## src/rtl/core/vertex_normal_accumulator_assert.svh

```systemverilog
// assertion macros used by the rtl
`ifndef VERTEX_NORMAL_ACCUMULATOR_ASSERT_SVH
`define VERTEX_NORMAL_ACCUMULATOR_ASSERT_SVH

// same-cycle implication
`define VNA_ASSERT_IMP(label, clk, rst_n, pre, post, msg) \
    label: assert property (@(posedge clk) disable iff (!rst_n) (pre) |-> (post)) \
        else $error(msg);

// next-cycle implication
`define VNA_ASSERT_NEXT(label, clk, rst_n, pre, post, msg) \
    label: assert property (@(posedge clk) disable iff (!rst_n) (pre) |=> (post)) \
        else $error(msg);

`endif

```

## src/rtl/core/vna_pkg.sv

```systemverilog
package vna_pkg;

    // input mode codes
    localparam logic [1:0] MODE_LOAD = 2'd0;
    localparam logic [1:0] MODE_FACE = 2'd1;
    localparam logic [1:0] MODE_READ = 2'd2;

    localparam int POS_W   = 48;
    localparam int DIFF_W  = 17;
    localparam int PROD_W  = 34;
    localparam int CROSS_W = 35;
    localparam int Q_W     = 16;
    localparam int OUT_W   = 40;
    localparam int IN_DW   = 80;
    localparam int OUT_DW  = 136;

    localparam logic [Q_W-1:0] ONE_Q14 = 16'd16384;

    typedef enum logic [2:0] {
        CMD_LOAD = 3'b001,
        CMD_FACE = 3'b010,
        CMD_READ = 3'b100
    } cmd_kind_t;

    typedef struct packed {
        cmd_kind_t          kind;
        logic               in_range;
        logic [7:0]         index;
        logic signed [15:0] x;
        logic signed [15:0] y;
        logic signed [15:0] z;
        logic [7:0]         ca;
        logic [7:0]         cb;
        logic [7:0]         cc;
    } cmd_t;

    typedef struct packed {
        logic           done;
        logic [Q_W-1:0] qx;
        logic [Q_W-1:0] qy;
        logic [Q_W-1:0] qz;
    } norm_rsp_t;

    typedef struct packed {
        logic idle;
        logic norm_wait;
    } back_stat_t;

endpackage

```

## src/rtl/core/vna_norm.sv

```systemverilog
module vna_norm #(
    parameter int SUM_WIDTH = 40
) (
    input  logic                        clk,
    input  logic                        rst_n,
    input  logic                        start,
    input  logic signed [SUM_WIDTH-1:0] sx,
    input  logic signed [SUM_WIDTH-1:0] sy,
    input  logic signed [SUM_WIDTH-1:0] sz,
    output vna_pkg::norm_rsp_t          rsp
);
    import vna_pkg::*;

    localparam int SW = SUM_WIDTH;

    typedef enum logic [6:0] {
        N_IDLE  = 7'b0000001,
        N_SHIFT = 7'b0000010,
        N_SQ    = 7'b0000100,
        N_SQRT  = 7'b0001000,
        N_DSET  = 7'b0010000,
        N_DIV   = 7'b0100000,
        N_DONE  = 7'b1000000
    } norm_state_t;

    norm_state_t     state_reg, state_next;
    logic [SW-1:0]   m_reg [3];
    logic [SW-1:0]   m_next [3];
    logic [1:0]      idx_reg, idx_next;
    logic [59:0]     prod_reg, prod_next;
    logic [61:0]     sq_reg, sq_next;
    logic [61:0]     n_reg, n_next;
    logic [61:0]     r_reg, r_next;
    logic [61:0]     bit_reg, bit_next;
    logic [30:0]     len_reg, len_next;
    logic [47:0]     rem_reg, rem_next;
    logic [3:0]      dbit_reg, dbit_next;
    logic [Q_W-1:0]  q_reg [3];
    logic [Q_W-1:0]  q_next [3];
    logic [Q_W-1:0]  qacc_reg, qacc_next;
    logic [SW-1:0]   m_sel;
    logic [61:0]     trial;
    logic [47:0]     dsh;
    logic            wide;

    // operand select shared by the square and divide phases
    always_comb
    begin
        case (idx_reg)
            2'd0:    m_sel = m_reg[0];
            2'd1:    m_sel = m_reg[1];
            default: m_sel = m_reg[2];
        endcase
    end

    assign wide  = (|m_reg[0][SW-1:30]) || (|m_reg[1][SW-1:30]) || (|m_reg[2][SW-1:30]);
    assign trial = r_reg + bit_reg;
    assign dsh   = {16'd0, len_reg, 1'b0} << dbit_reg;

    always_comb
    begin
        state_next = state_reg;
        m_next     = m_reg;
        idx_next   = idx_reg;
        prod_next  = prod_reg;
        sq_next    = sq_reg;
        n_next     = n_reg;
        r_next     = r_reg;
        bit_next   = bit_reg;
        len_next   = len_reg;
        rem_next   = rem_reg;
        dbit_next  = dbit_reg;
        q_next     = q_reg;
        qacc_next  = qacc_reg;
        case (state_reg)
            // take magnitudes
            N_IDLE:
            begin
                if (start)
                begin
                    m_next[0]  = sx[SW-1] ? SW'(-sx) : SW'(sx);
                    m_next[1]  = sy[SW-1] ? SW'(-sy) : SW'(sy);
                    m_next[2]  = sz[SW-1] ? SW'(-sz) : SW'(sz);
                    state_next = N_SHIFT;
                end
            end
            // scale down until all fit in 30 bits
            N_SHIFT:
            begin
                if (wide)
                begin
                    m_next[0] = m_reg[0] >> 1;
                    m_next[1] = m_reg[1] >> 1;
                    m_next[2] = m_reg[2] >> 1;
                end
                else
                begin
                    idx_next   = 2'd0;
                    sq_next    = '0;
                    state_next = N_SQ;
                end
            end
            // sum of squares, one product a cycle
            N_SQ:
            begin
                if (idx_reg != 2'd3)
                begin
                    prod_next = m_sel[29:0] * m_sel[29:0];
                end
                if (idx_reg != 2'd0)
                begin
                    sq_next = sq_reg + 62'(prod_reg);
                end
                idx_next = idx_reg + 2'd1;
                if (idx_reg == 2'd3)
                begin
                    n_next     = sq_next;
                    r_next     = '0;
                    bit_next   = 62'd1 << 60;
                    state_next = N_SQRT;
                end
            end
            // integer square root, one result bit a cycle
            N_SQRT:
            begin
                if (n_reg >= trial)
                begin
                    n_next = n_reg - trial;
                    r_next = (r_reg >> 1) + bit_reg;
                end
                else
                begin
                    r_next = r_reg >> 1;
                end
                bit_next = bit_reg >> 2;
                if (bit_reg[0])
                begin
                    len_next = r_next[30:0];
                    idx_next = 2'd0;
                    if (r_next == '0)
                    begin
                        q_next[0]  = '0;
                        q_next[1]  = '0;
                        q_next[2]  = '0;
                        state_next = N_DONE;
                    end
                    else
                    begin
                        state_next = N_DSET;
                    end
                end
            end
            // rounded quotient numerator
            N_DSET:
            begin
                rem_next   = {3'd0, m_sel[29:0], 15'd0} + 48'(len_reg);
                dbit_next  = 4'd15;
                qacc_next  = '0;
                state_next = N_DIV;
            end
            // restoring divide, one quotient bit a cycle
            N_DIV:
            begin
                if (rem_reg >= dsh)
                begin
                    rem_next = rem_reg - dsh;
                    qacc_next[dbit_reg] = 1'b1;
                end
                dbit_next = dbit_reg - 4'd1;
                if (dbit_reg == 4'd0)
                begin
                    q_next[idx_reg] = (qacc_next > ONE_Q14) ? ONE_Q14 : qacc_next;
                    idx_next        = idx_reg + 2'd1;
                    state_next      = (idx_reg == 2'd2) ? N_DONE : N_DSET;
                end
            end
            N_DONE:
            begin
                state_next = N_IDLE;
            end
            default:
            begin
                state_next = N_IDLE;
            end
        endcase
    end

    always_ff @(posedge clk or negedge rst_n)
    begin
        if (!rst_n)
        begin
            state_reg <= N_IDLE;
        end
        else
        begin
            state_reg <= state_next;
        end
    end

    // datapath registers
    always_ff @(posedge clk)
    begin
        m_reg    <= m_next;
        idx_reg  <= idx_next;
        prod_reg <= prod_next;
        sq_reg   <= sq_next;
        n_reg    <= n_next;
        r_reg    <= r_next;
        bit_reg  <= bit_next;
        len_reg  <= len_next;
        rem_reg  <= rem_next;
        dbit_reg <= dbit_next;
        q_reg    <= q_next;
        qacc_reg <= qacc_next;
    end

    assign rsp.done = (state_reg == N_DONE);
    assign rsp.qx   = q_reg[0];
    assign rsp.qy   = q_reg[1];
    assign rsp.qz   = q_reg[2];

endmodule

```

## config.mk

```make
export PLATFORM = sky130hd
export DESIGN_NAME = vna_norm
export DESIGN_NICKNAME = d
export VERILOG_FILES = /design/src/rtl/core/vertex_normal_accumulator_assert.svh /design/src/rtl/core/vna_pkg.sv /design/src/rtl/core/vna_norm.sv
export SDC_FILE = /design/constraint.sdc
export NUM_CORES = 2
export LEC_CHECK = 0
export ABC_AREA = 1
export BUFFER_PORTS_ARGS = -buffer_cell sky130_fd_sc_hd__buf_2
export CORE_ASPECT_RATIO = 0.7
export CORE_MARGIN = 5
export CORE_UTILIZATION = 49
export DETAILED_ROUTE_END_ITERATION = 10
export GPL_ROUTABILITY_DRIVEN = 1
export PLACE_DENSITY = 0.67
export SYNTH_ARGS = -nofsm -noshare
export SYNTH_HDL_FRONTEND = slang
export SYNTH_SLANG_ARGS = --single-unit
```

## constraint.sdc

```tcl
create_clock -name clk -period 14.7 [get_ports clk]
set_clock_uncertainty 0.1 [all_clocks]
set_input_delay 1.47 -clock clk [delete_from_list [all_inputs] [get_ports clk]]
set_output_delay 1.47 -clock clk [all_outputs]
set_load 0.01 [all_outputs]
```

After elaboration in Yosys (flattened, before gate mapping)
Index checks and enable logic that the tools add are counted.
{ "word_totals": {"memories": 0, "out_inout_bits": 49, "word_cells": 133, "latchBits": 0, "mem_bits_rw": 0, "input_bits": 123, "register_bits": 584, "romBits": 0} }
{ "op_classes": {"n_mux": 47, "bitwise_logic": 2, "reduce_logical": 27, "div_mod_pow": 0, "n_addsub": 11, "n_mul": 1, "shifts": 1, "magnitude_cmp": 7, "eq_ne": 20} }
{ "ops": {"columns": ["operator", "n"], "rows": [
  ["two-way mux 62 bit", 8],
  ["case mux 62 bit (2 select lines)", 4],
  ["two-way mux 120 bit", 2],
  ["case mux 120 bit (2 select lines)", 1],
  ["two-way mux 48 bit", 4],
  ["case mux 48 bit (2 select lines)", 2],
  ["two-way mux 40 bit", 3],
  ["negator 40 bit", 3],
  ["two-way mux 16 bit", 4],
  ["adder 61 x 62 -> 62 bit", 1],
  ["adder 62 x 60 -> 62 bit", 1],
  ["adder 62 bit", 1],
  ["greater-or-equal comparator 62 bit", 1],
  ["zero test 62 bit", 1],
  ["subtractor 62 bit", 1],
  ["multiplier 30 x 30 -> 60 bit", 1],
  ["case mux 30 bit (2 select lines)", 1],
  ["two-way mux 7 bit", 7],
  ["bitwise mux 48 bit", 1],
  ["greater-or-equal comparator 48 bit", 1],
  ["<< shifter 32 x 4 -> 48 bit", 1],
  ["subtractor 48 bit", 1],
  ["adder 45 x 31 -> 46 bit", 1],
  ["case mux 7 bit (6 select lines)", 1],
  ["37 further kinds", 64]
]} }

Depth between registers and ports, before layout
{ "depth": {"depth_word": 12, "mapped_depth": 40, "ltp_nobuf": 37} }

Worst setup path after synthesis
Ideal clock, no wire load.
{ "synth_timing": {"path_type": "reg-to-reg", "start": "register dbit_reg[0] (netlist name)", "end": "register m_reg[0] (netlist name), enable pin", "required_time_ns": 13.835, "synth_period_minus_slack_ns": 11.187, "n_path_buf": 2, "setup_time_ns": 0.765, "path_slack_ns": 3.513, "stages_incl_launch_ff": 11, "arrival_time_ns": 10.321, "cell_sequence": "edfxtp_1 > clkbuf_1 > clkinv_1 > clkbuf_1 > ha_1 > inv_1 > o21ai_0 > nand2_1 > inv_1 > nand4_1 > o21ai_0"} }
{ "synth_rtl": {"columns": ["element", "line_no", "source"], "rows": [
  ["end signal, assigned", "vna_norm.sv:203", "m_reg <= m_next;"],
  ["end, declared", "vna_norm.sv:27", "logic [SW-1:0] m_reg [3];"]
]} }

Final worst setup path
{ "layout_timing": {"start": "register idx_reg[0]", "end": "register prod_reg[41], data pin"} }
{ "layout_between": {"elab_chain_cells": 3, "word_cells_on_any_way": 4, "classes_between": "mul: 1; eq/ne: 1; mux: 1; reduce/logical: 1"} }
{ "layout_lines": {"columns": ["element", "line_no", "source"], "rows": [
  ["start, declared", "vna_norm.sv:29", "logic [1:0] idx_reg, idx_next;"],
  ["start signal, assigned", "vna_norm.sv:204", "idx_reg <= idx_next;"],
  ["equality test 2 x 1 -> 1 bit / zero test 2 bit (equally long branches)", "vna_norm.sv:49", "case (idx_reg)"],
  ["case mux 30 bit (2 select lines) (*)", "vna_norm.sv:49", null],
  ["multiplier 30 x 30 -> 60 bit (*)", "vna_norm.sv:108", "prod_next = m_sel[29:0] * m_sel[29:0];"],
  ["end signal, assigned", "vna_norm.sv:205", "prod_reg <= prod_next;"],
  ["end, declared", "vna_norm.sv:30", "logic [59:0] prod_reg, prod_next;"]
]} }
Every way passes the cells marked *; elsewhere a longest branch is shown, timed or not.
A chain may end at the register's enable or synchronous reset.

==> impl_metrics.py <==
metrics = {
    "placement": {
        "place.gp.congestion": 1.04,
        "placed_area_sq_um": 74800,
        "hpwl_um": 214000,
        "port_buffers": 171,
    },
    "clocking": {
        "cts_hold_buf": 0,
        "cts_resized": 0,
        "htree_levels": 3,
        "cts.path.max_buffers": 3,
        "cts_tree": "done",
        "clk_pin_slew_ns": 0.07,
        "insertion_delay_ns": 0.68,
        "cts.sinks": 552,
        "cts_buffers": 67,
        "post_cts_buffers": 0,
        "cts_root_buf": "clkbuf_16",
    },
    "final_layout": {
        "syn2layout_area_growth_pct": 7.36,
        "multiInputGateArea_sq_um": 47600,
        "final_area_sq_um": 77100,
        "largest_reg_flops": 120,
        "drive_gt1_frac": 0.0532,
        "layout.nets": 10906,
        "seqCellArea_sq_um": 16500,
        "nFillCells": 14189,
    },
    "run": {
        "drv_cap": 0,
    },
    "setup_path": {
        "worst_ep_required_time_ns": 15.02,
        "cp_slowest_cell": "o21ai_0",
        "cpPeakStageDelay_ns": 0.85,
        "end_kind": "flop",
        "crit_fanout": 44,
        "crit_type": "reg -> reg",
        "start_kind": "flop",
        "crit_top_cell": "fa_1",
        "ff2ff_path_depth": 32,
        "arrival_ns": 11.49,
    },
    "drt": {
        "dr.pass1.iters": 8,
        "vias_per_cell": 5.75,
        "ant_nets": 0,
        "wl_um": 261000,
        "vias": 66651,
        "drc": 0,
        "wl_per_cell_um": 22.5,
        "drt-initial-drc-count": 8829,
    },
    "grt": {
        "grt_pass1_vias": 63096,
        "antenna_found_initial": 17,
        "track_usage": 0.334,
        "grt_pass1_wl_um": 391000,
        "overflow": 0,
        "grt_max_degree": 99,
    },
    "yosys": {
        "synth_area_leader_cell": "edfxtp_1",
        "syn_inst": 9517,
        "synth_most_common_cell": "nand2_1",
        "synthArstFlopShare": 0.0127,
        "syn_area_sq_um": 71800,
        "ys_warn_count": 0,
        "ys_types": 66,
        "ys.flop_type": "edfxtp_1",
        "syn_area_per_cell_sq_um": 7.55,
        "synth_edf_count": 545,
        "synth_area_leaders": "edfxtp_1 23%, fa_1 19%, nand2_1 10%",
        "syn_nets": 10851,
        "netlist.area_leader.share": 0.228,
        "ys_seq_area_frac": 0.230,
        "synth_seq_cells": 552,
        "synthTopCellsByCount": "1988 x nand2_1, 1790 x inv_1, 1142 x nor2_1",
    },
    "die": {
        "rows": 117,
        "io_pins": 172,
        "die_h_um": 330,
        "dieArea_sq_um": 154000,
        "initial_core_util": 0.494,
        "die_x_um": 468,
        "core_sq_um": 146000,
    },
    "status": {
        "outcome": "finished clean",
    },
    "timing": {
        "finalSetupViolCount": 0,
        "tns_ns": 0,
        "period_minus_slack_ns": 11.16,
        "max_freq_mhz": 89.6,
        "maxSlewViolCount": 0,
        "finalHoldViolations": 0,
        "tightest_slew_ns": 1.22,
        "relSlewSlack": 0.186,
        "period_share": 0.759,
        "rsz0062_at_grt": "no",
    },
    "hold_path": {
        "whs_path_depth": 2,
        "hp-class": "reg -> reg",
    },
}
routing by layer:
metal  vias to the layer above  routed length, um  GRT usage
met5                         -                 41          0
met4                         6               5440     0.0663
li1                      30481                  -          -
met2                      3902              97200      0.435
met1                     31918             118000      0.522
met3                       344              40200      0.122
worst max-delay path, delay by kind of cell (launching register included):
| family | cells | cell delay (ns) |
|---|---|---|
| simple gates | 4 | 0.81 |
| xor+xnor | 1 | 0.09 |
| flops | 1 | 0.44 |
| buf+inv | 9 | 2.60 |
| compound gates | 8 | 2.49 |
| fa+ha+maj | 10 | 4.31 |
path summary, 6_finish.rpt:
path | to | slack, ns | start
hold reg to reg | m_reg[78]$_DFFE_PP_ | 0.44 | m_reg[79]$_SDFFCE_PP0P_
hold / removal | m_reg[78]$_DFFE_PP_ | 0.44 | m_reg[79]$_SDFFCE_PP0P_
setup / recovery | prod_reg[41]$_DFFE_PP_ | 3.54 | idx_reg[0]$_SDFFCE_PN0P_
min in group asynchronous | state_reg[4]$_DFFE_PN0P_ | 0.52 | rst_n
max in group asynchronous | state_reg[0]$_DFFE_PN1P_ | 13.73 | rst_n
setup reg to reg | prod_reg[41]$_DFFE_PP_ | 3.54 | idx_reg[0]$_SDFFCE_PN0P_
layout by cell type, fill, tap and decap left out, types with 171 or more instances in the layout:
master	n
nor2_1	1138
fa_1	697
inv_1	1787
nand3_1	432
ha_1	514
edfxtp_1	545
nand2_1	1985
a21oi_1	532
buf_2	171
o21ai_0	574
xor2_1	199
final cells by class:
type                       count  area share
multi-input combinational   6891       0.617
sequential                   552       0.215
inverter                    1827      0.0890
tap                         1963      0.0319
clock buffer                  80      0.0231
timing repair buffer         233      0.0171
clock inverter                42     0.00716
antenna                        6    0.000195
cells by family after synthesis:
group,synth area share
AND/OR/NAND/NOR,0.220
buffers and inverters,0.110
AO/OA/AOI/OAI,0.115
adder cells (fa/ha/maj),0.284
flip-flops,0.230
XOR/XNOR,0.0388
multiplexers,0.00209
stage by stage:
stage          setup slack (ns)  instances  hold WS [ns]   util
2_1_floorplan              3.51       9517         0.420      -
3_3_place_gp               4.09      11466         0.431  0.514
3_5_place_dp               3.85      11466         0.436  0.514
4_1_cts                    3.81      11588         0.435  0.530
5_1_grt                    2.99      11589         0.463  0.530
6_report                   3.54      11594         0.444  0.530
Power is left out: the tool's default activity adds up to more than one toggle a clock period on the data nets, which glitch-free logic cannot reach.
